$ cat src/hdl/mexp_pkg.sv
// ----------------------------------------------------------------------------
// Modular exponentiation package
// Shared constants, sequencer codes and the beat tag that travels the cell row.
// ----------------------------------------------------------------------------
package mexp_pkg;

  localparam int BASE_W = 32;
  localparam int NCELLS = BASE_W;

  localparam int ST_W = 3;
  localparam logic [ST_W-1:0] ST_IDLE = 3'd0;
  localparam logic [ST_W-1:0] ST_STEP = 3'd1;
  localparam logic [ST_W-1:0] ST_SQR  = 3'd2;
  localparam logic [ST_W-1:0] ST_WAIT = 3'd3;

  typedef struct packed {
    logic vld;
    logic sqr;
  } mexp_tag_t;

endpackage

$ cat src/hdl/mexp_cell.sv
// ----------------------------------------------------------------------------
// Modular multiplier cell
// One step of MSB-first interleaved modular multiplication: r = 2r + bit*a mod m.
// ----------------------------------------------------------------------------
module mexp_cell #(
  parameter int MW  = 31,
  parameter int BIT = 0
) (
  input  logic                 clk,
  input  logic                 rst_n,
  input  mexp_pkg::mexp_tag_t  tag_i,
  input  logic [MW-1:0]        r_i,
  input  logic [MW-1:0]        a_i,
  input  logic [mexp_pkg::BASE_W-1:0] b_i,
  input  logic [MW-1:0]        m_i,
  output mexp_pkg::mexp_tag_t  tag_o,
  output logic [MW-1:0]        r_o,
  output logic [MW-1:0]        a_o,
  output logic [mexp_pkg::BASE_W-1:0] b_o
);
  import mexp_pkg::*;

  logic [MW:0]   dbl;
  logic [MW:0]   dbl_red;
  logic [MW:0]   sum;
  logic [MW:0]   diff;
  logic [MW:0]   m_ext;
  logic [MW-1:0] r_nxt;
  mexp_tag_t     tag_r;
  logic [MW-1:0] r_r;
  logic [MW-1:0] a_r;
  logic [BASE_W-1:0] b_r;

  always_comb begin
    m_ext   = {1'b0, m_i};
    dbl     = {r_i, 1'b0};
    dbl_red = (dbl >= m_ext) ? dbl - m_ext : dbl;
    sum     = {1'b0, dbl_red[MW-1:0]} + (b_i[BIT] ? {1'b0, a_i} : '0);
    diff    = sum - m_ext;
    r_nxt   = (sum >= m_ext) ? diff[MW-1:0] : sum[MW-1:0];
  end

  always_ff @(posedge clk) begin
    if (!rst_n) begin
      tag_r <= '0;
    end else begin
      tag_r <= tag_i;
    end
    r_r <= r_nxt;
    a_r <= a_i;
    b_r <= b_i;
  end

  assign tag_o = tag_r;
  assign r_o   = r_r;
  assign a_o   = a_r;
  assign b_o   = b_r;

endmodule

$ cat config.mk
export PLATFORM = sky130hd
export DESIGN_NAME = mexp_cell
export DESIGN_NICKNAME = d
export VERILOG_FILES = /design/src/hdl/mexp_pkg.sv /design/src/hdl/mexp_cell.sv
export SDC_FILE = /design/constraint.sdc
export NUM_CORES = 1
export LEC_CHECK = 0
export ABC_CLOCK_PERIOD_IN_PS = 8300
export BUFFER_PORTS_ARGS = -buffer_cell sky130_fd_sc_hd__buf_2
export CORE_MARGIN = 2
export CORE_UTILIZATION = 37
export CTS_BUF_LIST = sky130_fd_sc_hd__clkbuf_4
export DETAILED_ROUTE_END_ITERATION = 8
export PLACE_DENSITY_LB_ADDON = 0.3
export SLEW_MARGIN = 20
export SYNTH_ARGS = -nofsm -noshare
export SYNTH_HDL_FRONTEND = slang
export SYNTH_SLANG_ARGS = --single-unit
$ cat constraint.sdc
create_clock -name clk -period 8.3 [get_ports clk]
set_clock_uncertainty 0.2 [all_clocks]
set_input_delay 0.415 -clock clk [delete_from_list [all_inputs] [get_ports clk]]
set_output_delay 0.415 -clock clk [all_outputs]
set_load 0.005 [all_outputs]
==> results.cfg, run 1 <==
[route]
finalWirelength_um = 26100
wl_per_cell_um = 16.8
drt_first_iter_violations = 583
drtAntennaViolNets = 0
via_count = 8304
drc = 0
firstDrtPassIters = 5
vias_per_cell = 5.34

[critical_path]
path_max_fanout = 42
endpoint = r_o[15]$_DFF_P_
end_kind = flop
critPathKind = input port to flop
critPathSlowestCell = or4_4
crit_arrival_ns = 7.54
crit_path_max_incr_delay_ns = 0.55
crit_family = compound AO/OA/AOI/OAI gates
cp-start-kind = input port
cp.required_ns = 8.49
cp.buffers_inverters = 5
crit_start = m_i[9]
critical_path_depth = 29

[layout]
final_util_pct = 47.9
final_cell_mix = 224 x buf_2, 96 x dfxtp_1, 94 x a21oi_1, 93 x ha_1, 85 x nor2_1
drive_gt1_share_pct = 24.7
nNetsFinal = 1493
layout_commonest_cell = buf_2
area_delta_synth_final_pct = 27.2

[timing]
whs_ns = 0.0735
period_share_pct = 88.6
fmax_ghz = 0.136
slew_violations = 0
hold_viol_final = 0
tightest_slew_ns = 0.569
setup_violations = 0
rsz0062_at_grt = no
max-slew-margin-rel_pct = 61.8
setup_tns_ns = 0
post-route-min-period_ns = 7.36

[place]
place.gp.congestion = 0.952
io_buffer_count = 224
dpl.hpwl_um = 20500

[logic_synthesis]
syn_area_um2 = 8200
yosys_most_used_dff = dfxtp_1
yosysUniqueCellTypes = 78
avgSynthCellArea_um2 = 8.32
synth_nets = 1210
synthCells = 985
yosys_warnings = 0
yosys_register_bits = 96
yosysSeqAreaShare_pct = 23.5
async_reset_ff_share_pct = 0
synth_edf_count = 0

[power_and_ir_drop]
p_switching_w = 0.00119
pwr-share-seq_pct = 21.6
p_leak_nw = 4.98
ir_worst_vdd_v = 0.000102
comb_power_share_pct = 68.3
power_frac_clock_pct = 10.0
swShare_pct = 43.7
power_density_nw_per_um2 = 261
internal_power_w = 0.00153

[job]
cap_violations = 0

[cts]
tritoncts = built
cts_root_buf = clkbuf_4
cts_made_buffers = 9
post_cts_buffers = 0
htreeDepth = 3
clkSinkCount = 96
clkTransAtPathRegs_ns = 0.19
clock_path_buffers = 2

[floorplan]
num_rows = 54
die_x_um = 153
ioPinCount = 225
start_util_pct = 37.7
core_um2 = 21800
die_h_um = 153
die_area_um2 = 23400

[worst_hold_path]
holdPathStages = 3
min-delay-start = m_i[0]
hold_path.class = input port to flop

[global_route]
grt_max_degree = 43
grt_pass1_vias = 8126
grt_pass1_wl_um = 40800
gr-total-overflow = 0
grt_usage_pct = 21.5
antenna_found_initial = 1

[status]
status = finished, final reports clean
worst min-delay path by stage:
| stage | slack, ns | to |
|---|---|---|
| 2_1_floorplan | 0.24 | a_o[0]$_DFF_P_ |
| 3_3_place_gp | 0.32 | b_o[26]$_DFF_P_ |
| 3_5_place_dp | 0.32 | b_o[22]$_DFF_P_ |
| 4_1_cts | 0.06 | r_o[0]$_DFF_P_ |
| 5_1_grt | 0.08 | r_o[0]$_DFF_P_ |
| 6_report | 0.07 | r_o[0]$_DFF_P_ |
cells by family after synthesis:
kind of cell             synth area share (%)
multiplexers                             7.42
XOR/XNOR                                 7.69
adder cells (fa/ha/maj)                  14.9
flip-flops                               23.5
AO/OA/AOI/OAI                            23.5
AND/OR/NAND/NOR                          18.1
buffers and inverters                    4.90
area by class of cell:
type | count | area [um^2]
antenna | 1 | 2.50
inverter | 55 | 206
multi-input combinational | 798 | 5880
sequential | 96 | 1920
fill | 2143 | 11300
clock buffer | 9 | 67.6
tap | 280 | 350
timing repair buffer | 308 | 1930
clock inverter | 7 | 61.3
synth_stat cells (14+ instances only):
master	number	share of area [%]
a21oi_1	94	5.7
nand2_1	53	2.4
inv_1	55	2.5
nor3_1	15	0.92
a21o_1	29	2.7
xnor2_1	43	4.6
nand3_1	24	1.5
clkbuf_1	27	1.2
a211oi_1	14	1.3
mux2_4	26	4.8
nor2_1	85	3.9
and2_1	40	3.1
o21a_1	14	1.3
xor2_1	29	3.1
o21ai_0	46	2.8
ha_1	93	14
dfxtp_1	96	23
repair_timing:
action | in CTS | in global routing
resized for setup | 0 | 0
endpoints found under the hold margin | 64 | 0
hold buffers | 66 | 0
endpoints found under the setup margin | 0 | 0
registers in the layout, summed over array words and instances (netlist names):
| name | count |
|---|---|
| a_o | 31 |
| tag_o | 2 |
| r_o | 31 |
| b_o | 32 |
metrics by stage:
step	area [um^2]	total power (W)	std cells	setup WS [ns]
global route	10400	0.00292	1554	0.380
detailed placement	9630	0.00242	1471	0.470
floorplan	8200	0.00196	985	1.52
finish	10400	0.00273	1554	0.943
CTS	10400	0.00272	1553	0.998
global placement	9630	0.00240	1471	0.637
power by group through the flow:
stage,registers (W),logic (W),clock network [W]
2_1_floorplan,0.000616,0.00134,0
3_3_place_gp,0.000601,0.00180,0
3_5_place_dp,0.000602,0.00181,0
4_1_cts,0.000590,0.00185,0.000287
5_1_grt,0.000598,0.00203,0.000297
6_report,0.000590,0.00186,0.000274
routing by layer:
| metal | vias to the layer above | share of wire, % | track usage, % |
|---|---|---|---|
| met3 | 35 | 5.5 | 3.15 |
| met4 | 0 | 2.1 | 6.17 |
| met2 | 295 | 44 | 34.7 |
| li1 | 4144 | - | - |
| met5 | - | 0 | 0 |
| met1 | 3830 | 48 | 29.9 |
(Power assumes the default switching activity.)
==> run 2: changes to the inputs <==
ABC_AREA = 1   (was not set)
SKIP_LAST_GASP = 1   (was not set)
==> results.cfg, run 2 <==
[status]
status = finished, final reports clean

[timing]
tightest_slew_ns = 0.624
setup_tns_ns = 0
max-slew-margin-rel_pct = 58.4
hold_viol_final = 0
period_share_pct = 71.2
rsz0062_at_grt = no
slew_violations = 0
post-route-min-period_ns = 5.91
setup_violations = 0
fmax_ghz = 0.169

[layout]
final_cell_mix = 616 x nand2_1, 283 x inv_1, 224 x buf_2, 138 x nor2_1, 102 x nand3_1
design_area_um2 = 11800
layout_commonest_cell = nand2_1
area_delta_synth_final_pct = 23.7
largest_reg_flops = 32
fill_cells = 2745
drive_gt1_share_pct = 15.4
ff_latch_area_um2 = 1920
multiInputGateArea_um2 = 6400
nNetsFinal = 2145

[logic_synthesis]
synthCells = 1636
synth_nets = 1861
syn_area_um2 = 9520
yosysSeqAreaShare_pct = 20.2
yosys_warnings = 0
synth_edf_count = 0
avgSynthCellArea_um2 = 5.82
synth_top_cells_by_count = 616 x nand2_1, 283 x inv_1, 138 x nor2_1
synth.most_common_cell = nand2_1
async_reset_ff_share_pct = 0
yosys_most_used_dff = dfxtp_1
yosys-top-cells-area = nand2_1 24%, dfxtp_1 20%, ha_1 12%
netlist.area_leader.share_pct = 24.3
synth_area_leader_cell = nand2_1
yosys_register_bits = 96
yosysUniqueCellTypes = 40

[global_route]
grt_pass1_wl_um = 54400
grt_pass1_vias = 10400
antenna_found_initial = 1
grt_usage_pct = 26.1
gr-total-overflow = 0
grt_max_degree = 50

[power_and_ir_drop]
power_density_nw_per_um2 = 219
ir_worst_vdd_v = 0.000112
p_leak_nw = 7.01
p_total_w = 0.00258

[route]
m1WireLength_um = 15500
vias_per_cell = 4.82
wl_per_cell_um = 15.6
wl_met2_um = 16100
drtAntennaViolNets = 0
finalWirelength_um = 35300
route.met3.wl_um = 2560
firstDrtPassIters = 6
drt_first_iter_violations = 920
drc = 0
via_count = 10900
routed.top_layer = met4

[critical_path]
crit_path_max_incr_delay_ns = 0.53
cp.required_ns = 8.58
critPathSlowestCell = a21oi_2
cp-start-kind = input port
path_max_fanout = 49
crit_arrival_ns = 6.19
crit_family = simple AND/OR/NAND/NOR gates
cp.buffers_inverters = 5
end_kind = flop
crit_top_cell = nand2_1
critPathKind = input port to flop

[worst_hold_path]
hold_path.class = input port to flop

[cts]
tritoncts = built
clkTransAtPathRegs_ns = 0.19
clock_path_buffers = 2
htreeDepth = 3
cts_root_buf = clkbuf_4
post_cts_resize_count = 0
clkSinkCount = 96
cts_made_buffers = 9

[floorplan]
num_rows = 58
die_x_um = 164
die_area_um2 = 27000
core_um2 = 25300
start_util_pct = 37.7
die_h_um = 164
ioPinCount = 225

[place]
post_dp_cell_area_um2 = 11000
io_buffer_count = 224
dpl.hpwl_um = 29200
place.gp.congestion = 0.938

[job]
cap_violations = 0
run 2: changes by cell type in the layout (fill, tap and decap cells not counted), sizes merged, moves of 27 or more:
cell,change
inv,+232
nor2,+64
nand3,+82
nand2,+581
and2,-37
a21o,-27
mux2,-40
run 2: cell families after synthesis:
| group | Yosys count | share of synthesized area (%) |
|---|---|---|
| flops | 96 | 20.2 |
| fa+ha+maj | 96 | 12.9 |
| simple gates | 940 | 41.3 |
| xor+xnor | 48 | 4.42 |
| buf+inv | 308 | 12.6 |
| compound gates | 148 | 8.69 |
run 2: path summary, 6_finish.rpt:
check	slack, ns	end	start	cells after the start
setup / recovery	2.39	r_o[23]$_DFF_P_	m_i[23]	35
hold / removal	0.14	r_o[0]$_DFF_P_	m_i[0]	5
run 2: final cells by class:
type / instances / area share, %
sequential: 96 / 16.3
clock buffer: 9 / 0.574
multi-input combinational: 1232 / 54.4
timing repair buffer: 293 / 15.3
inverter: 288 / 9.18
antenna: 2 / 0.0425
tap: 330 / 3.51
clock inverter: 7 / 0.691
run 2: routing by layer:
metal / vias up / global-route usage [%]
met4: 0 / 8.81
met2: 410 / 45.9
met5: - / 0
li1: 5650 / -
met1: 4761 / 32.6
met3: 52 / 3.79
run 2: metrics by stage:
| stage | utilization (%) | hold WS (ns) | std cells | setup slack (ns) |
|---|---|---|---|---|
| 6_report | 46.6 | 0.143 | 2257 | 2.39 |
| 5_1_grt | 46.6 | 0.136 | 2257 | 1.93 |
| 4_1_cts | 46.6 | 0.106 | 2255 | 2.46 |
| 3_5_place_dp | 43.4 | 0.319 | 2173 | 1.90 |
| 3_3_place_gp | 43.4 | 0.317 | 2173 | 1.99 |
| 2_1_floorplan | - | 0.243 | 1636 | 3.53 |
run 2: repair_timing:
action,CTS,global route
endpoints found under the hold margin,64,0
hold buffers,66,0
endpoints found under the setup margin,0,0
setup buffers,0,0
run 2: power breakdown:
group	internal [W]	leakage, nW	switching (W)
clock network	0.0000734	0.0805	0.000212
registers	0.000562	0.809	0.0000255
logic	0.000599	6.12	0.00111
total	0.00123	7.01	0.00135
==> run 3: changes to the inputs <==
ABC_CLOCK_PERIOD_IN_PS = 5900   (was 8300)
clock period = 5.9 ns   (was 8.3 ns; I/O delays follow)
==> results.cfg, run 3 (synthesized netlist as in run 2, its figures left out) <==
[layout]
largest_reg_flops = 32
layout_commonest_cell = nand2_1
fill_cells = 2691
drive_gt1_share_pct = 15.7
final_cell_mix = 616 x nand2_1, 283 x inv_1, 224 x buf_2, 138 x nor2_1, 102 x nand3_1
area_delta_synth_final_pct = 24.6
fin_cells = 2262
nNetsFinal = 2151

[worst_hold_path]
hold_path.class = input port to flop
min_to = r_o[0]$_DFF_P_
holdPathStages = 5
min-delay-start = m_i[0]

[route]
drt_first_iter_violations = 825
vias_per_cell = 4.82
via_count = 10900
wl_per_cell_um = 15.6
firstDrtPassIters = 6
drtAntennaViolNets = 0
drc = 0
finalWirelength_um = 35200

[critical_path]
end_kind = flop
crit_path_max_incr_delay_ns = 0.52
critPathSlowestCell = xor2_1
crit_top_cell = nand2_1
path_max_fanout = 43
cp-start-kind = input port
critPathKind = input port to flop
crit_arrival_ns = 5.62
cp.buffers_inverters = 6
cp.required_ns = 6.15
crit_family = simple AND/OR/NAND/NOR gates

[timing]
hold_viol_final = 0
max-slew-margin-rel_pct = 55.5
slew_violations = 0
setup_violations = 0
fmax_ghz = 0.186
setup_tns_ns = 0
period_share_pct = 91.0
whs_ns = 0.0590
tightest_slew_ns = 0.668
post-route-min-period_ns = 5.37
rsz0062_at_grt = no

[place]
place.gp.congestion = 0.953
dpl.hpwl_um = 29300
dp_cells = 2179
io_buffer_count = 224

[floorplan]
die_area_um2 = 27000
num_rows = 58
die_h_um = 164
core_um2 = 25300
ioPinCount = 225
die_x_um = 164
start_util_pct = 37.7

[cts]
clkSinkCount = 96
clkTransAtPathRegs_ns = 0.19
cts_root_buf = clkbuf_4
clock_path_buffers = 2
tritoncts = built
cts_made_buffers = 9
post_cts_resize_count = 0
htreeDepth = 3

[power_and_ir_drop]
power_density_nw_per_um2 = 311
ir_worst_vdd_v = 0.000187
swShare_pct = 52.1
comb_power_share_pct = 66.3
p_leak_nw = 7.06
p_total_w = 0.00369
power_frac_clock_pct = 11.2
pwr-share-seq_pct = 22.5
p_switching_w = 0.00192
internal_power_w = 0.00177

[status]
status = finished, final reports clean

[global_route]
grt_pass1_wl_um = 54300
grt_max_degree = 44
grt_pass1_vias = 10400
grt_usage_pct = 26.2
gr-total-overflow = 0
antenna_found_initial = 1

[job]
cap_violations = 0
==> run 3: layout make-up <==
cell class | instances | area, um^2 | area share [%]
diodes | 1 | 2.50 | 0.0211
clock buffers | 9 | 67.6 | 0.569
clock inverters | 7 | 81.3 | 0.685
inverters | 288 | 1080 | 9.11
multi-input cells | 1232 | 6400 | 53.9
flip-flops and latches | 96 | 1920 | 16.2
well taps | 330 | 413 | 3.48
repair buffers | 299 | 1900 | 16.0
==> run 3: through the flow <==
| stage | instance area, um^2 | setup WS [ns] | utilization [%] |
|---|---|---|---|
| final | 11900 | 0.533 | 47.0 |
| after global routing | 11900 | 0.229 | 47.0 |
| after CTS | 11900 | 0.674 | 47.0 |
| after detailed placement | 11100 | 0.138 | 43.8 |
| after global placement | 11100 | 0.165 | 43.8 |
| after floorplan | 9520 | 1.25 | - |
==> run 3: layer usage <==
metal	global-route usage (%)	part of all wire, %	up-vias
met3	4.19	8.4	61
li1	-	-	5646
met2	44.6	44	474
met5	0	0	-
met4	9.49	3.7	0
met1	33.3	44	4733
==> run 3: worst min-delay path, cell delays in order <==
cell and delay, ns:
buf_2 0.15, ha_1 0.17, inv_1 0.04, nand2_1 0.05
nand2_1 0.04
==> run 3: worst max-delay path by stage <==
stage            start         endpoint  slack (ns)  depth (start not counted)
2_1_floorplan   m_i[5]   r_o[1]$_DFF_P_        1.25                         37
3_3_place_gp   m_i[25]  r_o[25]$_DFF_P_        0.16                         30
3_5_place_dp   m_i[21]  r_o[25]$_DFF_P_        0.14                         30
4_1_cts        m_i[25]  r_o[25]$_DFF_P_        0.67                         30
5_1_grt        m_i[21]  r_o[25]$_DFF_P_        0.23                         30
6_report       m_i[25]  r_o[25]$_DFF_P_        0.53                         30
==> run 3: power groups by stage <==
stage	combinational [W]	sequential (W)	clock [W]
after global routing	0.00276	0.000844	0.000453
final	0.00245	0.000830	0.000415
after detailed placement	0.00239	0.000847	0
after CTS	0.00244	0.000833	0.000434
after global placement	0.00238	0.000851	0
after floorplan	0.00162	0.000859	0
==> run 3: timing repair <==
item | in CTS | in global routing
endpoints found under the setup margin | 0 | 0
hold endpoints to repair | 64 | 0
setup buffers | 0 | 0
hold buffers | 66 | 0
